$ cat config.mk
export PLATFORM = sky130hd
export DESIGN_NAME = bis_addr_gen
export DESIGN_NICKNAME = d
export VERILOG_FILES = /design/src/design/bis_pkg.sv /design/src/design/bis_addr_gen.sv
export VERILOG_INCLUDE_DIRS = /design/src /design/src/design
export SDC_FILE = /design/constraint.sdc
export NUM_CORES = 2
export LEC_CHECK = 0
export BUFFER_PORTS_ARGS = -buffer_cell sky130_fd_sc_hd__buf_2
export CORE_ASPECT_RATIO = 0.7
export CORE_MARGIN = 2
export CORE_UTILIZATION = 41
export CTS_CLUSTER_DIAMETER = 40
export DETAILED_ROUTE_END_ITERATION = 7
export HOLD_SLACK_MARGIN = 0.1
export SLEW_MARGIN = 20
export SYNTH_ARGS = -nofsm -noshare
export SYNTH_HDL_FRONTEND = slang
export SYNTH_SLANG_ARGS = --single-unit
$ cat constraint.sdc
create_clock -name clk -period 16.6 [get_ports clk]
set_input_delay 1.66 -clock clk [delete_from_list [all_inputs] [get_ports clk]]
set_output_delay 1.66 -clock clk [all_outputs]
set_load 0.02 [all_outputs]
$ cat src/design/bilinear_image_scaler_top_macros.svh
// Assertion macros for the bilinear image scaler.
// No dependencies; modules that use them must have clk and rst_n in scope.
`ifndef BILINEAR_IMAGE_SCALER_TOP_MACROS_SVH
`define BILINEAR_IMAGE_SCALER_TOP_MACROS_SVH
`ifndef SYNTH
`define BIS_ASSERT(name, prop, msg) \
    name: assert property (@(posedge clk) disable iff (!rst_n) prop) else $error(msg);
`define BIS_ASSERT_NEXT(name, cond, res, msg) \
    name: assert property (@(posedge clk) disable iff (!rst_n) (cond) |=> (res)) \
        else $error(msg);
`else
`define BIS_ASSERT(name, prop, msg)
`define BIS_ASSERT_NEXT(name, cond, res, msg)
`endif
`endif

$ cat src/design/bis_pkg.sv
// Shared constants, codes and stage structs for the bilinear image scaler.
// No dependencies.
package bis_pkg;

    localparam int STORE_DEPTH = 4194304;
    localparam int MAX_WIDTH   = 1024;
    localparam int FRAC_BITS   = 8;

    localparam int ADDR_W     = $clog2(STORE_DEPTH);
    localparam int LOAD_W     = 22;
    localparam int SAMPLE_W   = 8;
    localparam int COORD_W    = 12;
    localparam int STEP_W     = 16;
    localparam int DIM_W      = 11;
    localparam int CH_W       = 3;
    localparam int CHAN_IN_W  = 2;
    localparam int POS_W      = COORD_W + STEP_W;
    localparam int IP_W       = POS_W - FRAC_BITS;
    localparam int ROW_W      = 2 * DIM_W;
    localparam int LIN_W      = ROW_W + 1 + CH_W;
    localparam int WGT_W      = FRAC_BITS + 1;
    localparam int H_W        = SAMPLE_W + WGT_W + 1;
    localparam int SUM_W      = H_W + WGT_W + 1;
    localparam int CFG_IDX_W  = 2;
    localparam int CFG_DATA_W = 16;

    typedef enum logic {
        OP_LOAD    = 1'b0,
        OP_PRODUCE = 1'b1
    } op_t;

    typedef enum logic [CFG_IDX_W-1:0] {
        CFG_SRC_WIDTH  = 2'd0,
        CFG_SRC_HEIGHT = 2'd1,
        CFG_CHANNELS   = 2'd2,
        CFG_STEP       = 2'd3
    } cfg_idx_t;

    typedef struct packed {
        logic [DIM_W-1:0]  width;
        logic [DIM_W-1:0]  height;
        logic [CH_W-1:0]   chans;
        logic [STEP_W-1:0] step;
    } cfg_t;

    typedef struct packed {
        logic                        valid;
        logic                        is_load;
        logic                        wr_ok;
        logic [ADDR_W-1:0]           wr_addr;
        logic [SAMPLE_W-1:0]         wr_data;
        logic [3:0][ADDR_W-1:0]      rd_addr;
        logic [FRAC_BITS-1:0]        fx;
        logic [FRAC_BITS-1:0]        fy;
        logic                        clamped;
    } req_t;

    typedef struct packed {
        logic                        valid;
        logic [3:0][SAMPLE_W-1:0]    smp;
        logic [FRAC_BITS-1:0]        fx;
        logic [FRAC_BITS-1:0]        fy;
        logic                        clamped;
    } smp_t;

endpackage

$ cat src/design/bis_addr_gen.sv
// Five-stage front end: position multiply, neighbour locate, row base, sample address.
// Depends on bis_pkg and the assertion macros.
`include "bilinear_image_scaler_top_macros.svh"
module bis_addr_gen
    import bis_pkg::*;
(
    input  logic                 clk,
    input  logic                 rst_n,
    input  logic                 advance,
    input  logic                 in_valid,
    input  logic                 opcode,
    input  logic [LOAD_W-1:0]    load_address,
    input  logic [SAMPLE_W-1:0]  load_value,
    input  logic [COORD_W-1:0]   out_x,
    input  logic [COORD_W-1:0]   out_y,
    input  logic [CHAN_IN_W-1:0] channel,
    input  cfg_t                 cfg,
    output req_t                 req
);

    logic s1_valid_reg, s2_valid_reg, s3_valid_reg, s4_valid_reg, s5_valid_reg;
    logic s1_load_reg, s2_load_reg, s3_load_reg, s4_load_reg, s5_load_reg;
    logic s1_ok_reg, s2_ok_reg, s3_ok_reg, s4_ok_reg, s5_ok_reg;
    logic [ADDR_W-1:0]   s1_wa_reg, s2_wa_reg, s3_wa_reg, s4_wa_reg, s5_wa_reg;
    logic [SAMPLE_W-1:0] s1_wd_reg, s2_wd_reg, s3_wd_reg, s4_wd_reg, s5_wd_reg;
    logic [CH_W-1:0]     s1_c_reg, s2_c_reg, s3_c_reg, s4_c_reg;
    logic [COORD_W-1:0]  s1_x_reg, s1_y_reg;
    logic [POS_W-1:0]    s2_px_reg, s2_py_reg;
    logic [DIM_W-1:0]    s3_x0_reg, s3_x1_reg, s3_y0_reg, s3_y1_reg;
    logic [DIM_W-1:0]    s4_x0_reg, s4_x1_reg;
    logic [ROW_W-1:0]    s4_r0_reg, s4_r1_reg;
    logic [FRAC_BITS-1:0] s3_fx_reg, s3_fy_reg, s4_fx_reg, s4_fy_reg, s5_fx_reg, s5_fy_reg;
    logic s3_cl_reg, s4_cl_reg, s5_cl_reg;
    logic [3:0][ADDR_W-1:0] s5_ra_reg;

    logic [CH_W-1:0]  c_next;
    logic [POS_W-1:0] px_next, py_next;
    logic [IP_W-1:0]  ipx, ipy;
    logic [IP_W:0]    ipx_hi, ipy_hi;
    logic [DIM_W-1:0] x0_next, x1_next, y0_next, y1_next;
    logic             cl_next;
    logic [3:0][ADDR_W-1:0] ra_next;

    function automatic logic [ADDR_W-1:0] lin_addr(
        input logic [ROW_W-1:0] row,
        input logic [DIM_W-1:0] col,
        input logic [CH_W-1:0]  chans,
        input logic [CH_W-1:0]  c
    );
        logic [ROW_W:0] pix;
        logic [LIN_W-1:0] lin;
        pix = {1'b0, row} + {{(ROW_W - DIM_W + 1){1'b0}}, col};
        lin = LIN_W'(pix) * LIN_W'(chans) + LIN_W'(c);
        return ADDR_W'(lin);
    endfunction

    always_comb
    begin
        c_next = ({1'b0, channel} >= cfg.chans) ? CH_W'(cfg.chans - 1'b1) : {1'b0, channel};
        px_next = POS_W'(s1_x_reg) * POS_W'(cfg.step);
        py_next = POS_W'(s1_y_reg) * POS_W'(cfg.step);
        ipx = s2_px_reg[POS_W-1:FRAC_BITS];
        ipy = s2_py_reg[POS_W-1:FRAC_BITS];
        ipx_hi = {1'b0, ipx} + 1'b1;
        ipy_hi = {1'b0, ipy} + 1'b1;
        cl_next = 1'b0;
        x0_next = DIM_W'(ipx);
        x1_next = DIM_W'(ipx_hi);
        y0_next = DIM_W'(ipy);
        y1_next = DIM_W'(ipy_hi);
        if (ipx >= IP_W'(cfg.width))
        begin
            x0_next = cfg.width - 1'b1;
            cl_next = 1'b1;
        end
        if (ipx_hi >= (IP_W+1)'(cfg.width))
        begin
            x1_next = cfg.width - 1'b1;
            cl_next = 1'b1;
        end
        if (ipy >= IP_W'(cfg.height))
        begin
            y0_next = cfg.height - 1'b1;
            cl_next = 1'b1;
        end
        if (ipy_hi >= (IP_W+1)'(cfg.height))
        begin
            y1_next = cfg.height - 1'b1;
            cl_next = 1'b1;
        end
        ra_next[0] = lin_addr(s4_r0_reg, s4_x0_reg, cfg.chans, s4_c_reg);
        ra_next[1] = lin_addr(s4_r0_reg, s4_x1_reg, cfg.chans, s4_c_reg);
        ra_next[2] = lin_addr(s4_r1_reg, s4_x0_reg, cfg.chans, s4_c_reg);
        ra_next[3] = lin_addr(s4_r1_reg, s4_x1_reg, cfg.chans, s4_c_reg);
    end

    always_ff @(posedge clk or negedge rst_n)
    begin
        if (!rst_n)
        begin
            s1_valid_reg <= 1'b0;
            s2_valid_reg <= 1'b0;
            s3_valid_reg <= 1'b0;
            s4_valid_reg <= 1'b0;
            s5_valid_reg <= 1'b0;
        end
        else if (advance)
        begin
            s1_valid_reg <= in_valid;
            s2_valid_reg <= s1_valid_reg;
            s3_valid_reg <= s2_valid_reg;
            s4_valid_reg <= s3_valid_reg;
            s5_valid_reg <= s4_valid_reg;
        end
    end

    always_ff @(posedge clk)
    begin
        if (advance)
        begin
            s1_load_reg <= (opcode == OP_LOAD);
            s1_ok_reg   <= (32'(load_address) < STORE_DEPTH);
            s1_wa_reg   <= ADDR_W'(load_address);
            s1_wd_reg   <= load_value;
            s1_x_reg    <= out_x;
            s1_y_reg    <= out_y;
            s1_c_reg    <= c_next;

            s2_load_reg <= s1_load_reg;
            s2_ok_reg   <= s1_ok_reg;
            s2_wa_reg   <= s1_wa_reg;
            s2_wd_reg   <= s1_wd_reg;
            s2_c_reg    <= s1_c_reg;
            s2_px_reg   <= px_next;
            s2_py_reg   <= py_next;

            s3_load_reg <= s2_load_reg;
            s3_ok_reg   <= s2_ok_reg;
            s3_wa_reg   <= s2_wa_reg;
            s3_wd_reg   <= s2_wd_reg;
            s3_c_reg    <= s2_c_reg;
            s3_x0_reg   <= x0_next;
            s3_x1_reg   <= x1_next;
            s3_y0_reg   <= y0_next;
            s3_y1_reg   <= y1_next;
            s3_fx_reg   <= s2_px_reg[FRAC_BITS-1:0];
            s3_fy_reg   <= s2_py_reg[FRAC_BITS-1:0];
            s3_cl_reg   <= cl_next;

            s4_load_reg <= s3_load_reg;
            s4_ok_reg   <= s3_ok_reg;
            s4_wa_reg   <= s3_wa_reg;
            s4_wd_reg   <= s3_wd_reg;
            s4_c_reg    <= s3_c_reg;
            s4_x0_reg   <= s3_x0_reg;
            s4_x1_reg   <= s3_x1_reg;
            s4_r0_reg   <= ROW_W'(s3_y0_reg) * ROW_W'(cfg.width);
            s4_r1_reg   <= ROW_W'(s3_y1_reg) * ROW_W'(cfg.width);
            s4_fx_reg   <= s3_fx_reg;
            s4_fy_reg   <= s3_fy_reg;
            s4_cl_reg   <= s3_cl_reg;

            s5_load_reg <= s4_load_reg;
            s5_ok_reg   <= s4_ok_reg;
            s5_wa_reg   <= s4_wa_reg;
            s5_wd_reg   <= s4_wd_reg;
            s5_ra_reg   <= ra_next;
            s5_fx_reg   <= s4_fx_reg;
            s5_fy_reg   <= s4_fy_reg;
            s5_cl_reg   <= s4_cl_reg;
        end
    end

    assign req.valid   = s5_valid_reg;
    assign req.is_load = s5_load_reg;
    assign req.wr_ok   = s5_ok_reg;
    assign req.wr_addr = s5_wa_reg;
    assign req.wr_data = s5_wd_reg;
    assign req.rd_addr = s5_ra_reg;
    assign req.fx      = s5_fx_reg;
    assign req.fy      = s5_fy_reg;
    assign req.clamped = s5_cl_reg;

    `BIS_ASSERT(a_x1_in_frame, s3_valid_reg && !s3_load_reg |-> s3_x1_reg < cfg.width, "x1 out of frame")
    `BIS_ASSERT(a_y1_in_frame, s3_valid_reg && !s3_load_reg |-> s3_y1_reg < cfg.height, "y1 out of frame")
    `BIS_ASSERT_NEXT(a_stall_holds, !advance, $stable(s5_valid_reg) && $stable(s5_ra_reg), "stall moved s5")

endmodule

==> impl_metrics.csv <==
group,metric,value,unit
status,status,"completed",
yosys,synthTopCellsByArea,"edfxtp_1 (31%), fa_1 (22%), ha_1 (13%)",
timing,tns,0,ns
worst_setup_path,path_max_fanout,24,
yosys,ys_types,74,
timing,final.setup_skew,0.0362,ns
power,power_density,219,mW/mm^2
clock_network,cts_tree,"done",
timing,rsz0062_at_grt,"false",
global_routing,track_usage,18.9,%
route,final_antenna_net_count,0,
hold_path,hold_start,"s3_fx_reg[7]",
yosys,synth_cells,4560,
clock_network,worstSkewPairLatency,0.69,ns
worst_setup_path,endpoint_kind,"flop",
clock_network,h-tree-depth,3,
worst_setup_path,start_kind,"input pin",
final_layout,fin_nets,5884,
timing,layout_setup_ws,9.79,ns
timing,period_share,41.0,%
final_layout,largest_reg_flops,88,
timing,whs,0.399,ns
hold_path,hp-class,"reg -> reg",
final_layout,final_cells,6341,
yosys,ys.flop_type,"edfxtp_1",
global_routing,grt_pass1_wl,178,mm
clock_network,cts_resized,0,
placement,dp_slack,9.17,ns
final_layout,final_util,46.0,%
route,drc,0,
die,start_util,41.4,%
placement,place.detailed.hpwl,83.6,mm
worst_setup_path,path_cells,"buf_2 > nand2_1 > fa_1 > fa_1 > fa_1 > inv_1 > fa_1 > inv_1 > fa_1 > inv_1 > ha_1 > o21a_1 > o21a_1 > o32a_1 > nand2_1 > o32ai_1 > a41oi_1 > a21oi_1 > a21oi_1 > o21ai_0 > xnor2_1",
timing,max_freq,147,MHz
yosys,synth_seq_cells,501,
yosys,syn_avg_cell_area,10.5,um^2
final_layout,synthToLayoutAreaGrowth,11.2,%
worst_setup_path,arrival,7.23,ns
global_routing,grt_pass1_vias,32300,
yosys,syn_area,0.0477,mm^2
die,rows,104,
yosys,synthDominantCellAreaShare,31.2,%
clock_network,cts_root_buf,"clkbuf_16",
final_layout,antenna_cells,0,
yosys,syn_nets,5701,
route,vias,31400,
yosys,synth_top_cell_by_area,"edfxtp_1",
clock_network,post_cts_buffers,0,
clock_network,cts_hold_buffers,0,
clock_network,cts_sinks,501,
die,coreArea,0.115,mm^2
timing,hold_violations,0,
global_routing,overflow,0,
placement,dp_cells,6205,
timing,period_minus_slack,6.81,ns
global_routing,grt_start_max_net_pins,139,
final_layout,drive_gt1_share,8.89,%
die,dieHeight,289,um
die,num_io_pins,240,
worst_setup_path,crit_path_start,"cfg[7]",
run,maxCapViolations,0,
yosys,synth_most_common_cell,"inv_1",
placement,io_buffer_count,238,
yosys,synthTopCellsByCount,"inv_1 (743), nand2_1 (582), fa_1 (528)",
yosys,synth-async-reset-ratio,0.998,%
power,irDropWorstVdd,195,uV
worst_setup_path,worst-path-buf-inv,4,
placement,place.gp.congestion,0.875,
worst_setup_path,critical_path.most_common_cell,"fa_1",
route,wirelength,108,mm
timing,tightest_slew,1.00,ns
route,drt_pass1_iterations,5,
worst_setup_path,timing.critical_path.required,17.02,ns
route,drt-initial-drc-count,1919,
worst_setup_path,reg2reg_from,"s4_x1_reg[0]",
timing,setup_viol,0,
yosys,ys_seq_area_share,31.5,%
timing,timing.final.max_slew_violations,0,
clock_network,clk_pin_slew,0.06,ns
power,p_leak,24.9,nW
route,route.detailed.wl_per_inst,17.1,um
clock_network,clockBufferDepth,3,
worst_setup_path,crit_slowest_cell,"fa_1",
yosys,synth_edf_count,496,
route,viasPerCell,4.96,
yosys,ys_warn_count,0,
clock_network,cts_buffers,73,
worst_setup_path,max_stage_delay,0.61,ns
global_routing,antenna_found_initial,8,
timing,slew_headroom,33.3,%
die,die-width,412,um
worst_setup_path,critPathKind,"in -> reg",
die,die_area,0.119,mm^2
worst_setup_path,crit_family,"adder cells",
==> layout make-up <==
class	count	area, um^2
Timing Repair Buffer	251	1310
Inverter	744	2790
Clock buffer	80	1860
Fill cell	10800	62100
Multi-Input combinational cell	3172	29300
Tap cell	1537	1920
Clock inverter	56	803
Sequential cell	501	15000
==> path summary, 6_finish.rpt <==
| kind | endpoint | slack [ns] | cells past startpoint |
|---|---|---|---|
| min in group asynchronous | s5_valid_reg | 0.77 | 1 |
| worst max-delay path | s2_py_reg[27] | 9.79 | 21 |
| worst min register to register | s4_fx_reg[7] | 0.40 | 0 |
| worst min-delay path | s4_fx_reg[7] | 0.40 | 0 |
| max in group asynchronous | s2_valid_reg | 15.69 | 1 |
| worst max register to register | req[59] | 10.17 | 22 |
==> cell families after synthesis <==
group           count (synthesis)  share of synthesized area [%]
other cells                     1                        0.00786
simple gates                 1347                           13.6
xor+xnor                      271                           5.01
fa+ha+maj                    1039                           35.6
mux                            54                           1.19
flops                         501                           31.5
buf+inv                       887                           7.03
compound gates                460                           6.11
==> worst register-to-register path, delay by kind of cell, from the launching register on <==
family,cells,cell delay [ns]
AO/OA/AOI/OAI,9,2.64
XOR/XNOR,2,0.59
adder cells (fa/ha/maj),5,1.75
buffers and inverters,1,0.06
flip-flops,1,0.45
AND/OR/NAND/NOR,5,0.71
==> through the flow <==
stage          cell area, um^2  total power, mW
5_1_grt                  53000             12.8
4_1_cts                  53000             11.7
3_5_place_dp             50400             9.93
2_1_floorplan            47700             7.99
6_report                 53000             11.6
3_3_place_gp             50400             9.87
==> cells in the final DEF, fill, tap and decap left out, drive strengths merged, types with 26 or more instances in the layout <==
cell and count:
clkinv 28, and3 26, nor2b 65, ha 511
nand3 48, edfxtp 496, clkbuf 80, a21o 67
xor2 69, mux2i 32, and2 304, nor2 176
nor3 44, nand2b 41, inv 762, o21ai 89
buf 251, nand2 582, o21a 29, fa 528
xnor2 201, a21oi 153
==> report_power, final <==
part	total [mW]	switching [mW]	leakage, nW	internal [mW]
clock network	1.64	0.672	1.28	0.968
logic	7.62	4.40	18.7	3.22
registers	2.35	0.253	4.93	2.10
==> routing by layer <==
layer  vias up  GRT usage (%)  part of all wire [%]
met1     15300           28.4                    50
met3       131           4.62                   7.0
met5         -              0                 0.073
met4        14           4.14                   1.9
met2       840           27.3                    41
li1      15200              -                     -
Power figures use the tool's default switching activity.
