File: config.mk
export PLATFORM = sky130hd
export DESIGN_NAME = bis_blend
export DESIGN_NICKNAME = d
export VERILOG_FILES = /design/src/design/bis_pkg.sv /design/src/design/bis_blend.sv
export VERILOG_INCLUDE_DIRS = /design/src /design/src/design
export SDC_FILE = /design/constraint.sdc
export NUM_CORES = 1
export LEC_CHECK = 0
export ABC_CLOCK_PERIOD_IN_PS = 9700
export BUFFER_PORTS_ARGS = -buffer_cell sky130_fd_sc_hd__buf_4
export CAP_MARGIN = 20
export CORE_AREA = 2 2 245 247
export CTS_CLUSTER_DIAMETER = 100
export CTS_CLUSTER_SIZE = 40
export DETAILED_ROUTE_END_ITERATION = 7
export DIE_AREA = 0 0 247 249
export GPL_TIMING_DRIVEN = 1
export MAX_ROUTING_LAYER = met4
export SLEW_MARGIN = 0
export SYNTH_ARGS = -nofsm -noshare
export SYNTH_HDL_FRONTEND = slang
export SYNTH_SLANG_ARGS = --single-unit
File: constraint.sdc
create_clock -name clk -period 9.7 [get_ports clk]
set_input_delay 0.97 -clock clk [delete_from_list [all_inputs] [get_ports clk]]
set_output_delay 0.97 -clock clk [all_outputs]
set_load 0.02 [all_outputs]
File: src/design/bilinear_image_scaler_top_macros.svh
// Assertion macros for the bilinear image scaler.
// No dependencies; modules that use them must have clk and rst_n in scope.
`ifndef BILINEAR_IMAGE_SCALER_TOP_MACROS_SVH
`define BILINEAR_IMAGE_SCALER_TOP_MACROS_SVH
`ifndef SYNTH
`define BIS_ASSERT(name, prop, msg) \
    name: assert property (@(posedge clk) disable iff (!rst_n) prop) else $error(msg);
`define BIS_ASSERT_NEXT(name, cond, res, msg) \
    name: assert property (@(posedge clk) disable iff (!rst_n) (cond) |=> (res)) \
        else $error(msg);
`else
`define BIS_ASSERT(name, prop, msg)
`define BIS_ASSERT_NEXT(name, cond, res, msg)
`endif
`endif

File: src/design/bis_pkg.sv
// Shared constants, codes and stage structs for the bilinear image scaler.
// No dependencies.
package bis_pkg;

    localparam int STORE_DEPTH = 4194304;
    localparam int MAX_WIDTH   = 1024;
    localparam int FRAC_BITS   = 8;

    localparam int ADDR_W     = $clog2(STORE_DEPTH);
    localparam int LOAD_W     = 22;
    localparam int SAMPLE_W   = 8;
    localparam int COORD_W    = 12;
    localparam int STEP_W     = 16;
    localparam int DIM_W      = 11;
    localparam int CH_W       = 3;
    localparam int CHAN_IN_W  = 2;
    localparam int POS_W      = COORD_W + STEP_W;
    localparam int IP_W       = POS_W - FRAC_BITS;
    localparam int ROW_W      = 2 * DIM_W;
    localparam int LIN_W      = ROW_W + 1 + CH_W;
    localparam int WGT_W      = FRAC_BITS + 1;
    localparam int H_W        = SAMPLE_W + WGT_W + 1;
    localparam int SUM_W      = H_W + WGT_W + 1;
    localparam int CFG_IDX_W  = 2;
    localparam int CFG_DATA_W = 16;

    typedef enum logic {
        OP_LOAD    = 1'b0,
        OP_PRODUCE = 1'b1
    } op_t;

    typedef enum logic [CFG_IDX_W-1:0] {
        CFG_SRC_WIDTH  = 2'd0,
        CFG_SRC_HEIGHT = 2'd1,
        CFG_CHANNELS   = 2'd2,
        CFG_STEP       = 2'd3
    } cfg_idx_t;

    typedef struct packed {
        logic [DIM_W-1:0]  width;
        logic [DIM_W-1:0]  height;
        logic [CH_W-1:0]   chans;
        logic [STEP_W-1:0] step;
    } cfg_t;

    typedef struct packed {
        logic                        valid;
        logic                        is_load;
        logic                        wr_ok;
        logic [ADDR_W-1:0]           wr_addr;
        logic [SAMPLE_W-1:0]         wr_data;
        logic [3:0][ADDR_W-1:0]      rd_addr;
        logic [FRAC_BITS-1:0]        fx;
        logic [FRAC_BITS-1:0]        fy;
        logic                        clamped;
    } req_t;

    typedef struct packed {
        logic                        valid;
        logic [3:0][SAMPLE_W-1:0]    smp;
        logic [FRAC_BITS-1:0]        fx;
        logic [FRAC_BITS-1:0]        fy;
        logic                        clamped;
    } smp_t;

endpackage

File: src/design/bis_blend.sv
// Two-stage blend: horizontal mix of both rows, then vertical mix into the output register.
// Depends on bis_pkg and the assertion macros.
`include "bilinear_image_scaler_top_macros.svh"
module bis_blend
    import bis_pkg::*;
(
    input  logic                clk,
    input  logic                rst_n,
    input  logic                advance,
    input  smp_t                smp,
    output logic                out_valid,
    output logic [SAMPLE_W-1:0] pixel,
    output logic                clamped
);

    localparam logic [WGT_W-1:0] ONE = WGT_W'(1) << FRAC_BITS;

    logic s7_valid_reg, s8_valid_reg;
    logic [H_W-1:0] h0_reg, h1_reg;
    logic [FRAC_BITS-1:0] fy_reg;
    logic s7_cl_reg, s8_cl_reg;
    logic [SAMPLE_W-1:0] pix_reg;

    logic [WGT_W-1:0] wx0, wx1, wy0, wy1;
    logic [H_W-1:0]   h0_next, h1_next;
    logic [SUM_W-1:0] sum;
    logic [SUM_W-1:0] pix_wide;
    logic [SAMPLE_W-1:0] pix_next;

    always_comb
    begin
        wx1 = WGT_W'(smp.fx);
        wx0 = ONE - wx1;
        wy1 = WGT_W'(fy_reg);
        wy0 = ONE - wy1;
        h0_next = H_W'(smp.smp[0]) * H_W'(wx0) + H_W'(smp.smp[1]) * H_W'(wx1);
        h1_next = H_W'(smp.smp[2]) * H_W'(wx0) + H_W'(smp.smp[3]) * H_W'(wx1);
        sum = SUM_W'(h0_reg) * SUM_W'(wy0) + SUM_W'(h1_reg) * SUM_W'(wy1);
        pix_wide = sum >> (2 * FRAC_BITS);
        pix_next = (pix_wide > SUM_W'(255)) ? 8'hFF : SAMPLE_W'(pix_wide);
    end

    always_ff @(posedge clk or negedge rst_n)
    begin
        if (!rst_n)
        begin
            s7_valid_reg <= 1'b0;
            s8_valid_reg <= 1'b0;
        end
        else if (advance)
        begin
            s7_valid_reg <= smp.valid;
            s8_valid_reg <= s7_valid_reg;
        end
    end

    always_ff @(posedge clk)
    begin
        if (advance)
        begin
            h0_reg    <= h0_next;
            h1_reg    <= h1_next;
            fy_reg    <= smp.fy;
            s7_cl_reg <= smp.clamped;
            pix_reg   <= pix_next;
            s8_cl_reg <= s7_cl_reg;
        end
    end

    assign out_valid = s8_valid_reg;
    assign pixel     = pix_reg;
    assign clamped   = s8_cl_reg;

    `BIS_ASSERT_NEXT(a_result_lands, advance && s7_valid_reg, s8_valid_reg, "result lost")
    `BIS_ASSERT_NEXT(a_no_phantom, advance && !s7_valid_reg, !s8_valid_reg, "phantom result")

endmodule

==> results of run 1 <==
layer usage:
metal  track usage [%]  vias to the layer above  share of wire (%)
met3             1.099                       70                3.0
li1                  -                     6410                  -
met5                 -                        -                  0
met2             27.97                      293                 50
met4             5.146                        0                3.1
met1             22.22                     7219                 44
metrics by stage:
stage          cells  instance area (um^2)  hold WS (ns)  utilization, %  setup slack, ns
2_1_floorplan   2182                 20470        0.4003               -            2.164
4_1_cts         2962                 21890        0.4093           37.30            1.621
5_1_grt         2963                 21900        0.4066           37.32            1.107
3_3_place_gp    2952                 21730        0.4025           37.03            1.601
3_5_place_dp    2954                 21740        0.4168           37.05            1.655
6_report        2963                 21900        0.4218           37.32            1.614
layout make-up:
cell class	count	area, um^2	area share [%]
Clock inverter	2	13.76	0.06285
Sequential cell	56	1672	7.633
Inverter	557	2091	9.548
Timing Repair Buffer	73	551.8	2.520
Tap cell	773	967.2	4.417
Multi-Input combinational cell	1496	16470	75.23
Clock buffer	6	128.9	0.5885
worst max-delay path, cell delays in order, from the launching register on:
cell and delay (ns):
edfxtp_1 0.70, or4_1 0.69, nor4_1 0.29, xnor2_1 0.39
buf_4 0.29, and2_1 0.15, fa_1 0.40, inv_1 0.08
fa_1 0.43, fa_1 0.52, inv_1 0.06, fa_1 0.49
fa_1 0.49, inv_1 0.05, fa_1 0.47, inv_1 0.04
ha_1 0.33, nand4_2 0.15, nor4_1 0.29, o21ai_1 0.22
a2111oi_4 0.37, o311a_1 0.22, nor2_1 0.06, a2111oi_4 0.48
o211ai_1 0.17
synth_stat cells, types with 2 or more instances:
master     count  area share [%]
nor3_1        14            0.34
nor2b_1        5            0.15
and3_1         5            0.15
o21bai_1       9            0.33
edfxtp_1      54             7.9
a21oi_1       35            0.86
and2_1       299             9.1
clkbuf_1      57             1.0
a31o_2         3            0.13
a31oi_1        7            0.21
buf_1         16            0.29
xor2_1        18            0.77
dfrtp_1        2            0.24
o21ai_1        2           0.049
inv_1        557              10
a21o_1        15            0.55
a2111oi_4      2            0.27
nand2b_1       2           0.061
o21ai_0       13            0.32
nor4b_1        2           0.086
nor2_1        14            0.26
or2_2          2           0.061
o21a_1         2           0.073
o31a_1         2           0.086
mux2_2         2            0.11
o221ai_1       2           0.086
nand3_1       16            0.39
ha_1         215              13
or4_1          2           0.073
nand2_1      301             5.5
nand4_1        3           0.092
fa_1         461              45
xnor2_1       29             1.2
nor4_1         4            0.12
path summary, 6_finish.rpt:
| check | slack, ns | from | to |
|---|---|---|---|
| min in group clk | 0.43 | s7_cl_reg | clamped |
| max | 1.61 | fy_reg[5] | pixel[6] |
| max in group asynchronous | 9.19 | rst_n | out_valid |
| min | 0.42 | rst_n | s7_valid_reg |
| max reg2reg | 1.61 | fy_reg[5] | pixel[6] |
| min reg2reg | 0.43 | s7_cl_reg | clamped |
cells by family (layout without fill, tap and decap cells):
logic type      Yosys count  in the layout
mux                       2              2
flops                    56             56
simple gates            672            672
xor+xnor                 47             47
compound gates           99             99
buf+inv                 630            638
fa+ha+maj               676            676
==> qor.csv, run 1 <==
stage;metric;value;unit
place;hpwl dp;40.90;mm
worst_setup_path;worst path arrival time;8.13;ns
route;DRC viols;0;
timing;RSZ-0062 raised after global routing;false;
clocking;clock latency on the worst-skew pair;0.33;ns
route;Vias/cell;4.722;
logic_synthesis;largest family of logic cells by synthesized area;adder cells;
clocking;Longest Clk Path Bufs;2;
route;Routed WL;48.41;mm
worst_setup_path;WS Path Type;flop to flop;
route;Routed WL per cell;16.34;um
logic_synthesis;post-synthesis simple-gate area fraction;16.59;%
logic_synthesis;Adder-Cell Fraction of Synth Area;58.23;%
route;ANT nets after route;0;
worst_setup_path;critical path endpoint category;flop;
timing;slew margin rel.;23.46;%
logic_synthesis;post-synthesis mux area share;0.1100;%
timing;setup tns final;0;ns
floorplan;Core Rows;89;
logic_synthesis;Post-Syn Area;20470;um^2
floorplan;die height;249;um
timing;Pins Over Slew Limit;0;
floorplan;# IOs;63;
worst_setup_path;Worst R2R Path Depth;24;
clocking;post-cts resize count;0;
logic_synthesis;XOR/XNOR Fraction of Synth Area;2.011;%
cells_and_area;n_diodes;0;
logic_synthesis;syn nets;2911;
timing;Final Skew;0.01016;ns
job;maxcap violations;0;
global_route;number of global-route vias before repair;15380;
worst_setup_path;Crit path required time;9.75;ns
global_route;global-route wire length before repair;80.46;mm
logic_synthesis;top_reg_cell synth;edfxtp_1;
timing;Fmax;0.1237;GHz
floorplan;core area;58690;um^2
run_status;status;completed;
timing;minimum clock period;8.086;ns
clocking;Worst-path clk slew;0.09;ns
cells_and_area;Area Overhead vs Synth;6.994;%
floorplan;Die W;247;um
logic_synthesis;asr flop ratio synth;3.571;%
clocking;CTS sink cnt;56;
global_route;grt ovf;0;
timing;period utilization;83.36;%
logic_synthesis;Avg Synthesized Cell Area;9.380;um^2
floorplan;DIE AREA;61500;um^2
cells_and_area;commonest non-fill, non-tap cell in the layout;inv_1;
worst_setup_path;CP Max Fanout;20;
logic_synthesis;number of flops mapped to enable cells by yosys;54;
global_route;GRT Overall Usage;16.90;%
route;Initial DRC Count;653;
logic_synthesis;register area share after synthesis;8.167;%
cells_and_area;share of cells above drive strength 1;4.429;%
logic_synthesis;cell count after synthesis;2182;
global_route;initial antenna violation count;0;
timing;Setup Viol. Count Final;0;
clocking;count of hold-fix buffers inserted at cts;0;
place;GPL Wtd Cong;0.8469;
global_route;largest net degree at the start of global routing;57;
timing;final count of hold timing violations;0;
logic_synthesis;Synth cell types;44;
logic_synthesis;synthesized flop and latch total;56;
timing;Worst Tran Pin Value;1.143;ns
route;vias post-DR;13992;
route;first-pass iteration count of the detailed router;7;
floorplan;initial core utilization;34.88;%
logic_synthesis;compound-cell area share of the yosys netlist;3.332;%
clocking;Post-CTS Setup Bufs;0;
clocking;Max H-tree Level;2;
cells_and_area;fill count;5874;
cells_and_area;Layout Nets;2918;
clocking;CTS tree;done;
worst_setup_path;Worst setup SP type;flop;
cells_and_area;most frequent cells in the layout;557 x inv_1, 461 x fa_1, 301 x nand2_1;
clocking;CTS root buffer;clkbuf_16;
logic_synthesis;yosys warns;0;
clocking;total CTS buffers;5;
place;count of input and output buffers;62;
worst_hold_path;Hold WC Path Type;input port to asynchronous set/reset pin;
Power of run 1 is not shown: default switching activity piles up to over one toggle a cycle in this logic, so the estimate is an artifact.
==> run 2, diff against run 1 <==
--- a/config.mk
+++ b/config.mk
@@ -6,7 +6,7 @@
 export SDC_FILE = /design/constraint.sdc
 export NUM_CORES = 1
 export LEC_CHECK = 0
-export ABC_CLOCK_PERIOD_IN_PS = 9700
+export ABC_CLOCK_PERIOD_IN_PS = 7000
 export BUFFER_PORTS_ARGS = -buffer_cell sky130_fd_sc_hd__buf_4
 export CAP_MARGIN = 20
 export CORE_AREA = 2 2 245 247
==> constraint.sdc (replaced) <==
create_clock -name clk -period 7 [get_ports clk]
set_input_delay 0.7 -clock clk [delete_from_list [all_inputs] [get_ports clk]]
set_output_delay 0.7 -clock clk [all_outputs]
set_load 0.02 [all_outputs]
==> run 2 against run 1 <==
  * The flow now finishes with violations (setup timing)
  * Largest cell class unchanged
  * Non-clock buffer count rose by 71
  * Critical path depth fell by 2
  * Via count rose by 2.2%
==> qor.csv, run 2 (same netlist as run 1, synthesis figures left out) <==
stage;metric;value;unit
timing;Final Skew;0.01288;ns
clocking;count of hold-fix buffers inserted at cts;0;
clocking;Max H-tree Level;2;
timing;slew margin rel.;47.86;%
timing;final count of hold timing violations;0;
cells_and_area;fill count;5783;
floorplan;core area;58690;um^2
route;vias post-DR;14296;
run_status;status;finished with violations;
floorplan;Core Rows;89;
floorplan;# IOs;63;
timing;minimum clock period;7.048;ns
timing;RSZ-0062 raised after global routing;true;
worst_setup_path;reg2reg setup slack;-0.05;ns
worst_setup_path;CP Max Fanout;8;
floorplan;DIE AREA;61500;um^2
timing;Fin Hold WS;0.1439;ns
clocking;Longest Clk Path Bufs;2;
clocking;Worst-path clk slew;0.08;ns
cells_and_area;n_diodes;0;
worst_setup_path;Worst R2R Path Depth;22;
cells_and_area;share of cells above drive strength 1;8.580;%
global_route;global-route wire length before repair;81.03;mm
clocking;CTS tree;done;
route;Routed WL per cell;15.79;um
floorplan;die height;249;um
route;Routed WL;47.90;mm
timing;setup tns final;-0.2714;ns
global_route;largest net degree at the start of global routing;57;
route;ANT nets after route;0;
route;Initial DRC Count;665;
timing;period utilization;100.7;%
worst_setup_path;critical path endpoint category;flop;
clocking;CTS root buffer;clkbuf_16;
worst_hold_path;Hold WC Path Type;input port to asynchronous set/reset pin;
global_route;grt ovf;0;
clocking;total CTS buffers;5;
worst_setup_path;R2R Path End;pixel[0];
place;GPL Wtd Cong;0.8795;
global_route;number of global-route vias before repair;15684;
worst_setup_path;Worst setup SP type;flop;
timing;Worst Tran Pin Value;0.7783;ns
route;Routed met3 length;1.976;mm
job;maxcap violations;0;
route;met2 routed WL;24.33;mm
cells_and_area;Layout Nets;2989;
route;DR top layer;met4;
timing;Fmax;0.1419;GHz
route;first-pass iteration count of the detailed router;5;
cells_and_area;Final Util;38.69;%
floorplan;Die W;247;um
floorplan;initial core utilization;34.88;%
worst_setup_path;WS Path Type;flop to flop;
timing;Final WS setup;-0.04792;ns
cells_and_area;most frequent cells in the layout;557 x inv_1, 461 x fa_1, 300 x nand2_1;
place;count of input and output buffers;62;
clocking;CTS sink cnt;56;
route;Vias/cell;4.712;
worst_setup_path;Crit path required time;7.07;ns
run_status;failing checks;setup timing;
worst_setup_path;RR Startpoint;fy_reg[2];
route;met1 WL;20.92;mm
cells_and_area;commonest non-fill, non-tap cell in the layout;inv_1;
timing;Pins Over Slew Limit;0;
route;DRC viols;0;
global_route;GRT Overall Usage;16.85;%
place;hpwl dp;41.25;mm
timing;Setup Viol. Count Final;7;
cells_and_area;Area Overhead vs Synth;10.92;%
global_route;initial antenna violation count;0;
clocking;clock latency on the worst-skew pair;0.32;ns
worst_setup_path;worst path arrival time;7.11;ns
==> run 2: routing by layer <==
layer,up-vias,track usage (%)
li1,6555,-
met1,7395,22.24
met2,310,28.41
met3,36,1.519
met4,0,3.115
met5,-,-
==> run 2: layout make-up <==
type | count | area (um^2) | share of cell area (%)
clock inverter | 2 | 13.76 | 0.06062
clock buffer | 6 | 128.9 | 0.5677
multi-input combinational | 1496 | 16700 | 73.56
inverter | 557 | 2091 | 9.209
tap | 773 | 967.2 | 4.260
sequential | 56 | 1672 | 7.363
timing repair buffer | 144 | 1130 | 4.977
==> run 2: worst max-delay path by stage <==
| stage | start | endpoint | slack [ns] |
|---|---|---|---|
| 5_1_grt | fy_reg[2] | pixel[2] | -0.34 |
| 6_report | fy_reg[2] | pixel[0] | -0.05 |
| 3_5_place_dp | fy_reg[5] | pixel[2] | -0.31 |
| 4_1_cts | fy_reg[2] | pixel[2] | -0.05 |
| 2_1_floorplan | fy_reg[1] | pixel[6] | 0.006 |
| 3_3_place_gp | fy_reg[5] | pixel[0] | -0.22 |
==> run 2: worst max-delay path: stages, from the launching register on <==
cell and delay [ns]:
edfxtp_1 0.39, or4_4 0.61, nor4_4 0.24, buf_6 0.17
buf_4 0.11, nand2_1 0.07, fa_1 0.55, inv_1 0.05
fa_1 0.48, fa_1 0.65, fa_1 0.46, fa_1 0.51
fa_1 0.45, ha_4 0.32, nand4_4 0.10, nor4_4 0.29
o21ai_2 0.15, a2111oi_4 0.35, o311a_1 0.23, nor2_2 0.05
a2111oi_4 0.29, buf_4 0.20, nand2_1 0.05
==> run 2: through the flow <==
step                      worst slack [ns]  instances  cell area [um^2]
after floorplan                   0.005640       2182             20550
after global placement             -0.2169       3023             22310
after detailed placement           -0.3095       3023             22310
after CTS                         -0.05464       3034             22680
after global routing               -0.3351       3034             22700
final                             -0.04792       3034             22700
==> run 2: timing repair <==
item | CTS | global route
pin swaps | 6 | 0
buffers inserted | 3 | 0
endpoints found under the setup margin | 8 | 8
gates resized for setup | 31 | 4
Power of run 2 is left out for the same reason.
==> run 3, diff against run 2 <==
--- a/config.mk
+++ b/config.mk
@@ -6,7 +6,7 @@
 export SDC_FILE = /design/constraint.sdc
 export NUM_CORES = 1
 export LEC_CHECK = 0
-export ABC_CLOCK_PERIOD_IN_PS = 7000
+export ABC_CLOCK_PERIOD_IN_PS = 6100
 export BUFFER_PORTS_ARGS = -buffer_cell sky130_fd_sc_hd__buf_4
 export CAP_MARGIN = 20
 export CORE_AREA = 2 2 245 247
==> constraint.sdc (replaced) <==
create_clock -name clk -period 6.1 [get_ports clk]
set_input_delay 0.61 -clock clk [delete_from_list [all_inputs] [get_ports clk]]
set_output_delay 0.61 -clock clk [all_outputs]
set_load 0.02 [all_outputs]
==> run 3 against run 2 <==
  * Flip-flop and latch count stayed put
  * Cell count is 5.1% higher
  * Clock skew is 0.0093 ns lower
  * The run still ends with setup timing left
  * Count of clock-buffer cells in the layout is 1 lower
  * Core utilization is 3.6 points higher
  * Global-route usage is 0.35 points higher
  * Setup slack worse by 0.89 ns
  * Worst hold slack worse by 0.086 ns
  * Fmax is 0.16% higher
  * Via count is 3.6% higher
  * Register-to-register slack worse by 0.89 ns
==> qor.csv, run 3 (same netlist as run 1, synthesis figures left out) <==
stage;metric;value;unit
run_status;status;finished with violations;
run_status;failing checks;setup timing;
global_route;GRT Overall Usage;17.21;%
cells_and_area;share of cells above drive strength 1;19.42;%
route;Routed WL per cell;15.66;um
clocking;count of hold-fix buffers inserted at cts;0;
timing;RSZ-0062 raised after global routing;true;
clocking;clock latency on the worst-skew pair;0.32;ns
timing;Fmax;0.1421;GHz
worst_setup_path;Crit path required time;6.18;ns
place;count of input and output buffers;62;
route;Vias/cell;4.646;
route;ANT nets after route;0;
job;maxcap violations;0;
place;hpwl dp;43.18;mm
floorplan;Core Rows;89;
clocking;total CTS buffers;5;
worst_setup_path;WS Path Type;flop to flop;
global_route;number of global-route vias before repair;16609;
cells_and_area;cell area after layout;24820;um^2
route;first-pass iteration count of the detailed router;5;
route;DRC viols;0;
cells_and_area;most frequent cells in the layout;535 x inv_1, 446 x fa_1, 293 x and2_1;
clocking;CTS tree;done;
clocking;Worst-path clk slew;0.08;ns
floorplan;die height;249;um
route;vias post-DR;14812;
route;Routed WL;49.93;mm
floorplan;Die W;247;um
clocking;CTS root buffer;clkbuf_16;
place;Placement Setup Slack;-1.154;ns
timing;Worst Tran Pin Value;0.7659;ns
global_route;initial antenna violation count;1;
route;Initial DRC Count;579;
global_route;met2 GRT Util;29.55;%
floorplan;# IOs;63;
global_route;most crowded layer after global routing;met2;
cells_and_area;commonest non-fill, non-tap cell in the layout;inv_1;
timing;Final WS setup;-0.9363;ns
clocking;Longest Clk Path Bufs;2;
worst_setup_path;critical path endpoint category;flop;
global_route;grt ovf;0;
floorplan;core area;58690;um^2
worst_hold_path;Hold WC Path Type;input port to asynchronous set/reset pin;
timing;Setup Viol. Count Final;8;
floorplan;DIE AREA;61500;um^2
worst_setup_path;Worst setup SP type;flop;
timing;final count of hold timing violations;0;
worst_setup_path;worst path arrival time;7.12;ns
cells_and_area;Finished Layout Cells;3188;
global_route;global-route wire length before repair;83.01;mm
clocking;Max H-tree Level;2;
worst_setup_path;CP Max Fanout;7;
timing;Final Skew;0.003537;ns
place;placed insts;3145;
global_route;largest net degree at the start of global routing;57;
clocking;CTS sink cnt;56;
timing;minimum clock period;7.036;ns
cells_and_area;Layout Nets;3143;
place;GPL Wtd Cong;0.8803;
timing;Fin Hold WS;0.05810;ns
timing;slew margin rel.;48.94;%
global_route;met1 Use GR;22.09;%
cells_and_area;fill count;5630;
timing;period utilization;115.3;%
timing;Pins Over Slew Limit;0;
cells_and_area;Area Overhead vs Synth;21.29;%
place;DP Area;23670;um^2
cells_and_area;n_diodes;0;
global_route;GR Util met3;1.401;%
floorplan;initial core utilization;34.88;%
[run 3: cell count changes in the layout (fill, tap and decap cells not counted), sizes merged]
cell    previous run  this run
bufinv             0         1
buf              144       297
[run 3: path summary, 6_finish.rpt]
| check | to | cells after the start | from | slack, ns |
|---|---|---|---|---|
| setup / recovery | pixel[5] | 25 | fy_reg[3] | -0.94 |
| min in group clk | clamped | 0 | s7_cl_reg | 0.43 |
| hold / removal | out_valid | 1 | rst_n | 0.06 |
| max in group asynchronous | s7_valid_reg | 1 | rst_n | 5.96 |
| setup reg to reg | pixel[5] | 25 | fy_reg[3] | -0.94 |
| hold reg to reg | clamped | 0 | s7_cl_reg | 0.43 |
[run 3: layout make-up]
class | instances | area (um^2) | area share (%)
clock buffers | 5 | 125.1 | 0.5040
clock inverters | 3 | 46.29 | 0.1865
inverters | 557 | 2091 | 8.422
multi-input cells | 1496 | 17450 | 70.29
flip-flops and latches | 56 | 1672 | 6.734
well taps | 773 | 967.2 | 3.896
repair buffers | 298 | 2475 | 9.970
[run 3: timing repair]
item,in CTS,in global routing
buffers inserted,13,22
pin swaps,46,70
endpoints found under the hold margin,0,0
cloned,0,1
setup endpoints to repair,18,24
resized for setup,41,111
[run 3: per-layer routing]
metal  wire length (um)  share of wire [%]
met5                  0                  0
met4                899                1.8
met3               1549                3.1
met2              25830                 52
met1              21640                 43
[run 3: stage by stage]
| step | setup TNS (ns) | util, % |
|---|---|---|
| after global routing | -10.06 | 42.30 |
| after floorplan | -6.386 | - |
| final | -7.411 | 42.30 |
| after CTS | -8.071 | 41.19 |
| after detailed placement | -16.02 | 40.33 |
| after global placement | -13.69 | 40.33 |
[run 3: worst max-delay path, cell delays in order (launching register included)]
cell       delay [ns]
edfxtp_1         0.42
or4_4            0.60
buf_6            0.15
nor4_4           0.15
buf_4            0.19
buf_4            0.11
nand2_1          0.07
fa_1             0.53
inv_1            0.06
fa_1             0.49
fa_1             0.63
fa_1             0.46
fa_1             0.51
fa_1             0.46
ha_4             0.32
nand2_4          0.06
buf_4            0.14
nor2_4           0.12
a221oi_4         0.08
buf_4            0.16
a2111oi_4        0.34
o311a_1          0.23
nor2_2           0.05
a2111oi_4        0.21
buf_4            0.21
nand2_1          0.06
Power of run 3 is left out for the same reason.
